File: src/design/iml_pkg.sv
// ----------------------------------------------------------------------------
// iml_pkg: shared types and constants for the image min/max locator
// Field widths, register indexes, result kinds and the structs passed
// between the configuration, front, queue and back parts.
// ----------------------------------------------------------------------------
package iml_pkg;

    localparam int INDEX_BITS  = 24;
    localparam int SAMPLE_BITS = 32;
    localparam int NP_BITS     = INDEX_BITS + 1;   // frame length, up to 2^INDEX_BITS
    localparam int KIND_BITS   = 2;
    localparam int CFG_IDX_BITS = 1;
    localparam int OUT_DATA_BITS = 2 * SAMPLE_BITS + 2 * INDEX_BITS;

    // floor(x/3) = (x * DIV3_MULT) >> DIV3_SHIFT, exact for x < 2^DIV3_SHIFT
    localparam int DIV3_SHIFT = NP_BITS + 2;
    localparam int MULT_BITS  = DIV3_SHIFT - 1;
    localparam logic [MULT_BITS-1:0] DIV3_MULT =
        MULT_BITS'(((64'd1 << DIV3_SHIFT) + 64'd2) / 64'd3);
    localparam int PROD_BITS  = DIV3_SHIFT + NP_BITS;

    localparam logic [NP_BITS-1:0] NP_MAX = NP_BITS'(64'd1 << INDEX_BITS);

    typedef enum logic [CFG_IDX_BITS-1:0] {
        REG_NUM_POINTS = 1'b0,
        REG_RGB_MODE   = 1'b1
    } reg_index_t;

    typedef enum logic [KIND_BITS-1:0] {
        KIND_OVERALL = 2'd0,
        KIND_RED     = 2'd1,
        KIND_GREEN   = 2'd2,
        KIND_BLUE    = 2'd3
    } kind_t;

    // frame geometry derived from the configuration registers
    typedef struct packed {
        logic [NP_BITS-1:0] n;      // effective frame length
        logic [NP_BITS-1:0] b1;     // first green index
        logic [NP_BITS-1:0] b2;     // first blue index
        logic               rgb_mode;
    } bounds_t;

    // classified sample passed from front to back
    typedef struct packed {
        logic signed [SAMPLE_BITS-1:0] sample;
        logic [INDEX_BITS-1:0]         idx;            // index within frame
        logic [INDEX_BITS-1:0]         rel;            // index within plane
        logic [1:0]                    plane;          // 0 red, 1 green, 2 blue
        logic                          frame_restart;
        logic                          plane_restart;
        logic                          frame_end;
        logic                          emit_plane;
    } item_t;

    typedef struct packed {
        kind_t                         kind;
        logic signed [SAMPLE_BITS-1:0] min_value;
        logic signed [SAMPLE_BITS-1:0] max_value;
        logic [INDEX_BITS-1:0]         min_index;
        logic [INDEX_BITS-1:0]         max_index;
        logic                          last;
    } result_t;

endpackage

File: src/design/iml_cfg.sv
// ----------------------------------------------------------------------------
// iml_cfg: configuration registers and plane boundaries
// Holds num_points and the colour mode flag, clamps the frame length and
// derives the plane boundaries n/3 and 2n/3 with a reciprocal multiply.
// ----------------------------------------------------------------------------
module iml_cfg (
    input  logic                             aclk,
    input  logic                             aresetn,
    input  logic                             cfg_valid,
    output logic                             cfg_ready,
    input  logic [iml_pkg::CFG_IDX_BITS-1:0] cfg_index,
    input  logic [iml_pkg::NP_BITS-1:0]      cfg_data,
    output iml_pkg::bounds_t                 bounds,
    output logic                             busy
);
    import iml_pkg::*;

    logic [NP_BITS-1:0]   num_points_reg;
    logic                 rgb_mode_reg;
    logic [1:0]           busy_cnt_reg;
    logic [NP_BITS-1:0]   n_eff;
    logic [NP_BITS-1:0]   n_reg;
    logic [PROD_BITS-1:0] prod1_reg, prod1_next;
    logic [PROD_BITS-1:0] prod2_reg, prod2_next;
    logic                 wr;

    assign cfg_ready = 1'b1;
    assign wr        = cfg_valid && cfg_ready;

    always_ff @(posedge aclk) begin
        if (!aresetn) begin
            num_points_reg <= NP_BITS'(1);
            rgb_mode_reg   <= 1'b0;
            busy_cnt_reg   <= 2'd2;
        end else begin
            if (wr) begin
                case (reg_index_t'(cfg_index))
                    REG_NUM_POINTS: num_points_reg <= cfg_data;
                    REG_RGB_MODE:   rgb_mode_reg   <= cfg_data[0];
                    default:        ;
                endcase
                busy_cnt_reg <= 2'd2;
            end else if (busy_cnt_reg != 2'd0) begin
                busy_cnt_reg <= busy_cnt_reg - 2'd1;
            end
        end
    end

    // zero acts as one, anything past 2^INDEX_BITS saturates
    always_comb begin
        if (num_points_reg == '0)
            n_eff = NP_BITS'(1);
        else if (num_points_reg > NP_MAX)
            n_eff = NP_MAX;
        else
            n_eff = num_points_reg;
    end

    assign prod1_next = PROD_BITS'(n_eff) * PROD_BITS'(DIV3_MULT);
    assign prod2_next = PROD_BITS'({n_eff, 1'b0}) * PROD_BITS'(DIV3_MULT);

    always_ff @(posedge aclk) begin
        n_reg     <= n_eff;
        prod1_reg <= prod1_next;
        prod2_reg <= prod2_next;
    end

    assign bounds.n        = n_reg;
    assign bounds.b1       = prod1_reg[DIV3_SHIFT +: NP_BITS];
    assign bounds.b2       = prod2_reg[DIV3_SHIFT +: NP_BITS];
    assign bounds.rgb_mode = rgb_mode_reg;
    assign busy            = (busy_cnt_reg != 2'd0);

endmodule

File: src/design/iml_front.sv
// ----------------------------------------------------------------------------
// iml_front: sample intake and classification
// Tracks the frame index and current plane, and tags each sample with its
// plane, plane-relative index, restart flags and end-of-scope flags.
// ----------------------------------------------------------------------------
module iml_front (
    input  logic                                aclk,
    input  logic                                aresetn,
    input  iml_pkg::bounds_t                    bounds,
    input  logic                                accept,
    input  logic signed [iml_pkg::SAMPLE_BITS-1:0] sample,
    output iml_pkg::item_t                      item
);
    import iml_pkg::*;

    logic [INDEX_BITS-1:0] count_reg;
    logic [1:0]            plane_reg;
    logic [NP_BITS-1:0]    cw, c1, ps, pe;
    logic [1:0]            p;
    logic                  frame_end;

    assign cw = {1'b0, count_reg};
    assign c1 = cw + NP_BITS'(1);

    always_comb begin
        if (cw < bounds.b1) begin
            p  = 2'd0;
            ps = '0;
            pe = bounds.b1;
        end else if (cw < bounds.b2) begin
            p  = 2'd1;
            ps = bounds.b1;
            pe = bounds.b2;
        end else begin
            p  = 2'd2;
            ps = bounds.b2;
            pe = bounds.n;
        end
    end

    assign frame_end = (c1 >= bounds.n);

    always_comb begin
        item.sample        = sample;
        item.idx           = count_reg;
        item.rel           = INDEX_BITS'(cw - ps);
        item.plane         = p;
        item.frame_restart = (count_reg == '0);
        item.plane_restart = (cw == ps) || (p != plane_reg);
        item.frame_end     = frame_end;
        item.emit_plane    = bounds.rgb_mode && (frame_end || (c1 >= pe));
    end

    always_ff @(posedge aclk) begin
        if (!aresetn) begin
            count_reg <= '0;
            plane_reg <= 2'd0;
        end else if (accept) begin
            if (frame_end) begin
                count_reg <= '0;
                plane_reg <= 2'd0;
            end else begin
                count_reg <= c1[INDEX_BITS-1:0];
                plane_reg <= p;
            end
        end
    end

endmodule

File: src/design/iml_queue.sv
// ----------------------------------------------------------------------------
// iml_queue: four-entry queue between front and back
// Lets the back stall on a full output while the front keeps taking samples.
// ----------------------------------------------------------------------------
module iml_queue (
    input  logic            aclk,
    input  logic            aresetn,
    input  logic            push,
    input  iml_pkg::item_t  push_item,
    output logic            full,
    input  logic            pop,
    output logic            head_valid,
    output iml_pkg::item_t  head_item
);
    import iml_pkg::*;

    item_t      mem_reg [4];
    logic [1:0] wr_ptr_reg;
    logic [1:0] rd_ptr_reg;
    logic [2:0] count_reg;

    assign full       = (count_reg == 3'd4);
    assign head_valid = (count_reg != 3'd0);
    assign head_item  = mem_reg[rd_ptr_reg];

    always_ff @(posedge aclk) begin
        if (push)
            mem_reg[wr_ptr_reg] <= push_item;
    end

    always_ff @(posedge aclk) begin
        if (!aresetn) begin
            wr_ptr_reg <= '0;
            rd_ptr_reg <= '0;
            count_reg  <= '0;
        end else begin
            if (push)
                wr_ptr_reg <= wr_ptr_reg + 2'd1;
            if (pop)
                rd_ptr_reg <= rd_ptr_reg + 2'd1;
            if (push && !pop)
                count_reg <= count_reg + 3'd1;
            else if (pop && !push)
                count_reg <= count_reg - 3'd1;
        end
    end

endmodule

File: src/design/iml_back.sv
// ----------------------------------------------------------------------------
// iml_back: extreme trackers and result output
// Updates the overall and per-plane min/max trackers and holds up to two
// pending results (plane first, overall second) for the output channel.
// ----------------------------------------------------------------------------
module iml_back (
    input  logic                                    aclk,
    input  logic                                    aresetn,
    input  logic                                    head_valid,
    input  iml_pkg::item_t                          head_item,
    output logic                                    pop,
    output logic                                    m_tvalid,
    input  logic                                    m_tready,
    output iml_pkg::result_t                        m_result
);
    import iml_pkg::*;

    logic signed [SAMPLE_BITS-1:0] ov_min_reg, ov_max_reg, pl_min_reg, pl_max_reg;
    logic [INDEX_BITS-1:0]         ov_min_at_reg, ov_max_at_reg;
    logic [INDEX_BITS-1:0]         pl_min_at_reg, pl_max_at_reg;
    logic signed [SAMPLE_BITS-1:0] ov_min_next, ov_max_next, pl_min_next, pl_max_next;
    logic [INDEX_BITS-1:0]         ov_min_at_next, ov_max_at_next;
    logic [INDEX_BITS-1:0]         pl_min_at_next, pl_max_at_next;
    logic                          plane_v_reg, all_v_reg;
    result_t                       plane_res_reg, all_res_reg;
    logic                          out_free, needs_out, xfer;

    always_comb begin
        ov_min_next    = ov_min_reg;
        ov_min_at_next = ov_min_at_reg;
        ov_max_next    = ov_max_reg;
        ov_max_at_next = ov_max_at_reg;
        if (head_item.frame_restart) begin
            ov_min_next    = head_item.sample;
            ov_max_next    = head_item.sample;
            ov_min_at_next = '0;
            ov_max_at_next = '0;
        end else begin
            if (head_item.sample < ov_min_reg) begin
                ov_min_next    = head_item.sample;
                ov_min_at_next = head_item.idx;
            end
            if (head_item.sample > ov_max_reg) begin
                ov_max_next    = head_item.sample;
                ov_max_at_next = head_item.idx;
            end
        end
    end

    always_comb begin
        pl_min_next    = pl_min_reg;
        pl_min_at_next = pl_min_at_reg;
        pl_max_next    = pl_max_reg;
        pl_max_at_next = pl_max_at_reg;
        if (head_item.plane_restart) begin
            pl_min_next    = head_item.sample;
            pl_max_next    = head_item.sample;
            pl_min_at_next = '0;
            pl_max_at_next = '0;
        end else begin
            if (head_item.sample < pl_min_reg) begin
                pl_min_next    = head_item.sample;
                pl_min_at_next = head_item.rel;
            end
            if (head_item.sample > pl_max_reg) begin
                pl_max_next    = head_item.sample;
                pl_max_at_next = head_item.rel;
            end
        end
    end

    // output drains to empty this cycle, so a new pair may load
    assign out_free  = !(plane_v_reg || all_v_reg) ||
                       (m_tready && (plane_v_reg != all_v_reg));
    assign needs_out = head_item.emit_plane || head_item.frame_end;
    assign pop       = head_valid && (!needs_out || out_free);

    assign m_tvalid = plane_v_reg || all_v_reg;
    assign m_result = plane_v_reg ? plane_res_reg : all_res_reg;
    assign xfer     = m_tvalid && m_tready;

    always_ff @(posedge aclk) begin
        if (pop) begin
            ov_min_reg    <= ov_min_next;
            ov_max_reg    <= ov_max_next;
            ov_min_at_reg <= ov_min_at_next;
            ov_max_at_reg <= ov_max_at_next;
            pl_min_reg    <= pl_min_next;
            pl_max_reg    <= pl_max_next;
            pl_min_at_reg <= pl_min_at_next;
            pl_max_at_reg <= pl_max_at_next;
        end
        if (pop && needs_out) begin
            plane_res_reg.kind      <= kind_t'(head_item.plane + 2'd1);
            plane_res_reg.min_value <= pl_min_next;
            plane_res_reg.max_value <= pl_max_next;
            plane_res_reg.min_index <= pl_min_at_next;
            plane_res_reg.max_index <= pl_max_at_next;
            plane_res_reg.last      <= 1'b0;
            all_res_reg.kind        <= KIND_OVERALL;
            all_res_reg.min_value   <= ov_min_next;
            all_res_reg.max_value   <= ov_max_next;
            all_res_reg.min_index   <= ov_min_at_next;
            all_res_reg.max_index   <= ov_max_at_next;
            all_res_reg.last        <= 1'b1;
        end
    end

    always_ff @(posedge aclk) begin
        if (!aresetn) begin
            plane_v_reg <= 1'b0;
            all_v_reg   <= 1'b0;
        end else if (pop && needs_out) begin
            plane_v_reg <= head_item.emit_plane;
            all_v_reg   <= head_item.frame_end;
        end else if (xfer) begin
            // plane result leaves ahead of the overall one
            if (plane_v_reg)
                plane_v_reg <= 1'b0;
            else
                all_v_reg <= 1'b0;
        end
    end

endmodule

File: src/design/image_min_max_locator.sv
// ----------------------------------------------------------------------------
// image_min_max_locator: running min/max with first-occurrence indices
// Tracks overall and per-colour-plane extremes over a raster frame.
// ----------------------------------------------------------------------------
//  channel  | direction | transaction carries
//  ---------+-----------+-----------------------------------------------------
//  s_       | in        | one sample (tdata)
//  m_       | out       | one result: extremes (tdata), kind (tuser), tlast
//  cfg_     | in        | register write: index, data
//
// One sample is taken per cycle; the input stalls when the queue is full or the
// configuration is busy. A sample that closes a plane or the frame waits in the
// four-entry queue until the output holds no earlier result; two results leave
// one per cycle while m_tready is high. After reset and after each configuration
// write s_tready stays low while the plane boundaries are recomputed by the
// divide-by-three multiplier. Reset is synchronous and active low.
// ----------------------------------------------------------------------------
module image_min_max_locator (
    input  logic                                  aclk,
    input  logic                                  aresetn,
    input  logic                                  s_tvalid,
    output logic                                  s_tready,
    input  logic [iml_pkg::SAMPLE_BITS-1:0]       s_tdata,   // [31:0] sample
    output logic                                  m_tvalid,
    input  logic                                  m_tready,
    // [31:0] min_value, [63:32] max_value, [87:64] min_index, [111:88] max_index
    output logic [iml_pkg::OUT_DATA_BITS-1:0]     m_tdata,
    output logic [iml_pkg::KIND_BITS-1:0]         m_tuser,   // [1:0] kind
    output logic                                  m_tlast,
    input  logic                                  cfg_valid,
    output logic                                  cfg_ready,
    input  logic [iml_pkg::CFG_IDX_BITS-1:0]      cfg_index,
    input  logic [iml_pkg::NP_BITS-1:0]           cfg_data
);
    import iml_pkg::*;

    bounds_t bounds;
    logic    cfg_busy;
    logic    accept;
    item_t   front_item;
    item_t   head_item;
    logic    q_full, q_pop, q_valid;
    result_t result;

    assign s_tready = !q_full && !cfg_busy;
    assign accept   = s_tvalid && s_tready;

    iml_cfg u_cfg (
        .aclk      (aclk),
        .aresetn   (aresetn),
        .cfg_valid (cfg_valid),
        .cfg_ready (cfg_ready),
        .cfg_index (cfg_index),
        .cfg_data  (cfg_data),
        .bounds    (bounds),
        .busy      (cfg_busy)
    );

    iml_front u_front (
        .aclk    (aclk),
        .aresetn (aresetn),
        .bounds  (bounds),
        .accept  (accept),
        .sample  ($signed(s_tdata)),
        .item    (front_item)
    );

    iml_queue u_queue (
        .aclk       (aclk),
        .aresetn    (aresetn),
        .push       (accept),
        .push_item  (front_item),
        .full       (q_full),
        .pop        (q_pop),
        .head_valid (q_valid),
        .head_item  (head_item)
    );

    iml_back u_back (
        .aclk       (aclk),
        .aresetn    (aresetn),
        .head_valid (q_valid),
        .head_item  (head_item),
        .pop        (q_pop),
        .m_tvalid   (m_tvalid),
        .m_tready   (m_tready),
        .m_result   (result)
    );

    assign m_tdata = {result.max_index, result.min_index,
                      result.max_value, result.min_value};
    assign m_tuser = result.kind;
    assign m_tlast = result.last;

endmodule

File: config.mk
export PLATFORM = sky130hd
export DESIGN_NAME = image_min_max_locator
export DESIGN_NICKNAME = d
export VERILOG_FILES = /design/src/design/iml_pkg.sv /design/src/design/iml_cfg.sv /design/src/design/iml_front.sv /design/src/design/iml_queue.sv /design/src/design/iml_back.sv /design/src/design/image_min_max_locator.sv
export SDC_FILE = /design/constraint.sdc
export NUM_CORES = 2
export LEC_CHECK = 0
export ABC_AREA = 1
export BUFFER_PORTS_ARGS = -buffer_cell sky130_fd_sc_hd__buf_2
export CORE_MARGIN = 2
export CORE_UTILIZATION = 60
export DETAILED_ROUTE_END_ITERATION = 8
export PLACE_DENSITY = 0.86
export RECOVER_POWER = 25
export SLEW_MARGIN = 10
export SYNTH_ARGS = -nofsm -noshare
export SYNTH_HDL_FRONTEND = slang
export SYNTH_SLANG_ARGS = --single-unit
File: constraint.sdc
create_clock -name aclk -period 15.5 [get_ports aclk]
set_input_delay 3.875 -clock aclk [delete_from_list [all_inputs] [get_ports aclk]]
set_output_delay 3.875 -clock aclk [all_outputs]
set_load 0.05 [all_outputs]
After elaboration in Yosys (flattened, before gate mapping)
Memories as Yosys holds them, arrays and structs flattened. A register that Yosys moved wholly into a read port is not among the register bits. Index checks and enable logic that the tools add are counted.

Memories kept: 1. Word-level logic and storage cells: 126. Bits in writable memories: 344. Output and inout bits: 118. Flip-flop bits (word level): 640.

Memory list: u_queue.mem_reg (words 4, width 86, read ports 1, clocked after memory_dff 1, write ports 1, line iml_queue.sv:17) `item_t mem_reg [4];`.

Reduce and logical (&&, ||, !) cells: 31. $mul: 2. Bitwise operators: 2. Multiplexer cells: 38. Add/sub/neg operators: 8. Magnitude comparators: 9. Equal/unequal tests: 5.

Operator list (number): $mux W32 (8); $mux W24 (9); $mux W25 (6); $mux W115 (1); $mul A25 B26 Y51 const B (2); $gt A32 B32 Y1 (2); $lt A32 B32 Y1 (2); $ge A25 B25 Y1 (2); $add A24 B1 Y25 const B (1); $eq A24 B25 Y1 (1); $gt A25 B25 Y1 const B (1); $logic_not A25 Y1 (1); $lt A24 B25 Y1 (1); $logic_not A24 Y1 (1); $lt A24 B24 Y1 (1); $sub A24 B24 Y24 (1); $mux W2 (5); $logic_and A1 B1 Y1 (9); $mux W1 (7); $add A2 B1 Y2 const B (3); $logic_not A1 Y1 (6); $logic_or A1 B1 Y1 (6); $mux W3 (2); $reduce_and A2 Y1 (3); other kinds (11) (14).

Depth between registers and ports, before layout
Depth after elaboration: 8. Depth in mapped cells: 34. Gate-level depth less buffers: 33.

Hierarchy
From an unflattened synthesis, not the netlist that was laid out.

Cells, all modules: 5889. Area total of the unflattened synthesis: 54730.0 um^2.

By module, submodules not included: iml_back (times used 1, cells each 2300, area each 22387.7 um^2); iml_queue (times used 1, cells each 890, area each 13167.6 um^2); iml_cfg (times used 1, cells each 1641, area each 12527.0 um^2); iml_front (times used 1, cells each 1052, area each 6620.1 um^2); image_min_max_locator (times used 1, cells each 6, area each 27.5 um^2).

Worst setup path before layout
OpenSTA, ideal clock, no wires.

Path kind: input -> register. Start point: input port m_tready. End point: register u_back.all_res_reg[100] (netlist bit), enable pin. Buffers on the path: 0. Data required time: 14.930 ns. Setup slack: 1.429 ns. Setup time: 0.570 ns. Data arrival time: 13.502 ns. Stages: 6. Path through: a21oi_1 -> nand2_1 -> nand2_1 -> inv_1 -> nand2_1 -> inv_1.

Longest elaborated chain between the ends: 5.

RTL lines: start, declared (line image_min_max_locator.sv:25) `input logic m_tready,`; $logic_and A1 B1 Y1 (line iml_back.sv:74) `(m_tready && (plane_v_reg != all_v_reg));`; $logic_or A1 B1 Y1 (line iml_back.sv:73) `assign out_free = !(plane_v_reg || all_v_reg) ||`; $logic_or A1 B1 Y1 (line iml_back.sv:76) `assign pop = head_valid && (!needs_out || out_free);`; $logic_and A1 B1 Y1 (line iml_back.sv:76); net q_pop (line image_min_max_locator.sv:42) `logic q_full, q_pop, q_valid;`; $logic_and A1 B1 Y1 (line iml_back.sv:93) `if (pop && needs_out) begin`; end, declared (line iml_back.sv:25) `result_t plane_res_reg, all_res_reg;`.

The timed path passes the listed nets, and every way through them passes these cells. A chain may end at the register's enable or synchronous reset.

==> impl_metrics.json <==
{
  "outcome": "finished, violations left",
  "violations": "max-capacitance violations, max-slew violations",
  "gp_congestion": 0.966,
  "synth_top_family_by_area": "adder cells",
  "path_buf_inv": 3,
  "setup_viol": 0,
  "slew_headroom": -1.60,
  "post-route-period-util": 0.612,
  "arrival_ns": 9.87,
  "critPathKind": "flip-flop to flip-flop",
  "clock_sinks": 909,
  "post_drt_wl_per_cell_um": 20.9,
  "syn-cell-area_mm2": 0.0528,
  "ys_seq_area_frac": 0.495,
  "synth.area.top_cells": "edfxtp_1 (45%), ha_1 (11%), nand2_1 (8.5%)",
  "cts_resized": 0,
  "grt_pass1_wl_um": 217000,
  "path_max_fanout": 104,
  "io_buffer_count": 179,
  "final_max_slew_viol_count": 439,
  "synthArstFlopShare": 0,
  "synth-seq-cells": 909,
  "via_per_inst": 5.99,
  "synth_compound_area_frac": 0.0829,
  "max-cap-violations": 10,
  "grt_max_degree": 123,
  "route.detailed.drc": 0,
  "track_usage": 0.309,
  "synthFlopType": "edfxtp_1",
  "rsz0062_at_grt": "false",
  "syn_inst": 5347,
  "largest_register_ffs": 344,
  "grt_pass1_vias": 39599,
  "fmax_mhz": 105,
  "critPathRequiredTime_ns": 15.87,
  "nets": 6167,
  "setup_tns_ns": 0,
  "clk_pin_slew_worst_paths_ns": 0.06,
  "die_w_um": 301,
  "post_cts_buffers": 0,
  "fin_crit_ns": 9.49,
  "critPathMaxStageDelay_ns": 2.81,
  "antenna_found_initial": 10,
  "cp-start-kind": "flip-flop",
  "drive_gt1_frac": 0.0849,
  "clock_latency_ns": 0.68,
  "ff_latch_area_mm2": 0.0262,
  "synth_top_area_cell": "edfxtp_1",
  "drt_iter0_drc": 4595,
  "synthTopCellsByCount": "nand2_1 (1200), edfxtp_1 (794), inv_1 (721)",
  "critPathCaptureType": "flip-flop",
  "routed_wl_um": 140000,
  "worstPathCellList": "clkinvlp_2 -> clkbuf_1 -> o21ai_0 -> o22ai_1 -> buf_4 -> ha_1 -> a21oi_1 -> o21ai_1 -> nand3_1 -> o211ai_1 -> nand2_1 -> nand2_1 -> nand2_1 -> nand2_1 -> nand2_1 -> nand3_2 -> nand2_4 -> o21ai_1",
  "syn-num-nets": 6036,
  "worst_path_max_delay_cell": "clkbuf_1",
  "postCtsHoldBufs": 0,
  "hpwl_um": 97900,
  "synth_adder_area_share": 0.173,
  "synth_top_area_share": 0.452,
  "dieArea_mm2": 0.0904,
  "die_height_um": 301,
  "ant_nets": 0,
  "cpMostUsedCell": "nand2_1",
  "numCtsBuffers": 90,
  "syn_area_per_cell_um2": 9.87,
  "synth.distinct_cells": 65,
  "dr.pass1.iters": 8,
  "ctsRootBufferMaster": "clkbuf_16",
  "grt-ovfl-total": 0,
  "yosysMostFrequentCell": "nand2_1",
  "cts_tree": "done",
  "finalHoldViolations": 0,
  "min_path_type": "flip-flop to flip-flop",
  "fin_util": 0.662,
  "ys_warn_count": 0,
  "multi_input_area_mm2": 0.0229,
  "core_region_area_mm2": 0.0870,
  "io_pins": 181,
  "synth-xor-area-share": 0.00962,
  "placed_cell_area_mm2": 0.0547,
  "synthMuxAreaShare": 0,
  "num_vias": 40227,
  "skew_ns": 0.0242,
  "synth-edff-count": 794,
  "cp_top_family": "buffers and inverters",
  "tightest_slew_ns": 3.90,
  "syn2layout_area_growth_pct": 9.22,
  "start_util": 0.607,
  "rows": 108,
  "whs_ns": 0.485,
  "fill_cells": 6302,
  "clock_path_buffers": 3,
  "htree_levels": 3,
  "yosys.area_share.simple": 0.169,
  "final_area_mm2": 0.0576
}
worst paths after layout:
kind | start | to | slack (ns) | cells past startpoint
setup reg to reg | flip-flop | u_back.plane_res_reg[74] | 6.01 | 18
setup / recovery | flip-flop | u_back.plane_res_reg[74] | 6.01 | 18
hold reg to reg | u_cfg.busy_cnt_reg[1] | u_cfg.busy_cnt_reg[1] | 0.49 | 2
hold / removal | u_cfg.busy_cnt_reg[1] | u_cfg.busy_cnt_reg[1] | 0.49 | 2
worst min-delay path: cells and delay by family, from the launching register on:
kind	cells	cell delay, ns
flip-flops	1	0.33
AND/OR/NAND/NOR	1	0.06
AO/OA/AOI/OAI	1	0.07
cell type report:
type | instances | share of cell area
diodes | 7 | 0.000304
clock buffers | 112 | 0.0419
clock inverters | 52 | 0.0103
inverters | 746 | 0.0489
multi-input cells | 3494 | 0.398
flip-flops and latches | 909 | 0.454
well taps | 1155 | 0.0251
repair buffers | 237 | 0.0219
per-layer routing:
metal / wire length, um / share of wire / global-route usage
met3: 14000 / 0.10 / 0.0538
met2: 66400 / 0.47 / 0.513
met5: 89 / 0.00064 / 0
met1: 51900 / 0.37 / 0.390
met4: 7560 / 0.054 / 0.164
cells in the final DEF (no fill, tap or decap), types with 25 or more instances in the layout:
cell	count
nand2_1	1200
clkbuf_1	57
fa_1	172
o211ai_1	29
nand3_1	150
nor2_1	385
or2_2	72
a21oi_1	294
a32o_1	25
o22ai_1	33
dfxtp_1	113
buf_4	52
nor3_1	28
nand4_1	154
inv_1	721
clkbuf_16	92
edfxtp_1	794
xor2_1	45
o21ai_1	41
o21ai_0	191
ha_1	454
buf_2	144
cell families after synthesis:
| group | Yosys count |
|---|---|
| compound gates | 745 |
| simple gates | 2064 |
| buf+inv | 944 |
| flops | 909 |
| xor+xnor | 58 |
| fa+ha+maj | 626 |
| other cells | 1 |
metrics by stage:
stage | std cells | setup WS (ns)
finish | 6712 | 6.01
global route | 6708 | 5.27
CTS | 6705 | 7.93
detailed placement | 6541 | 8.01
global placement | 6541 | 8.14
floorplan | 5347 | 1.43
Power is left out: the tool's default activity adds up to more than one toggle a clock period on the data nets, which glitch-free logic cannot reach.
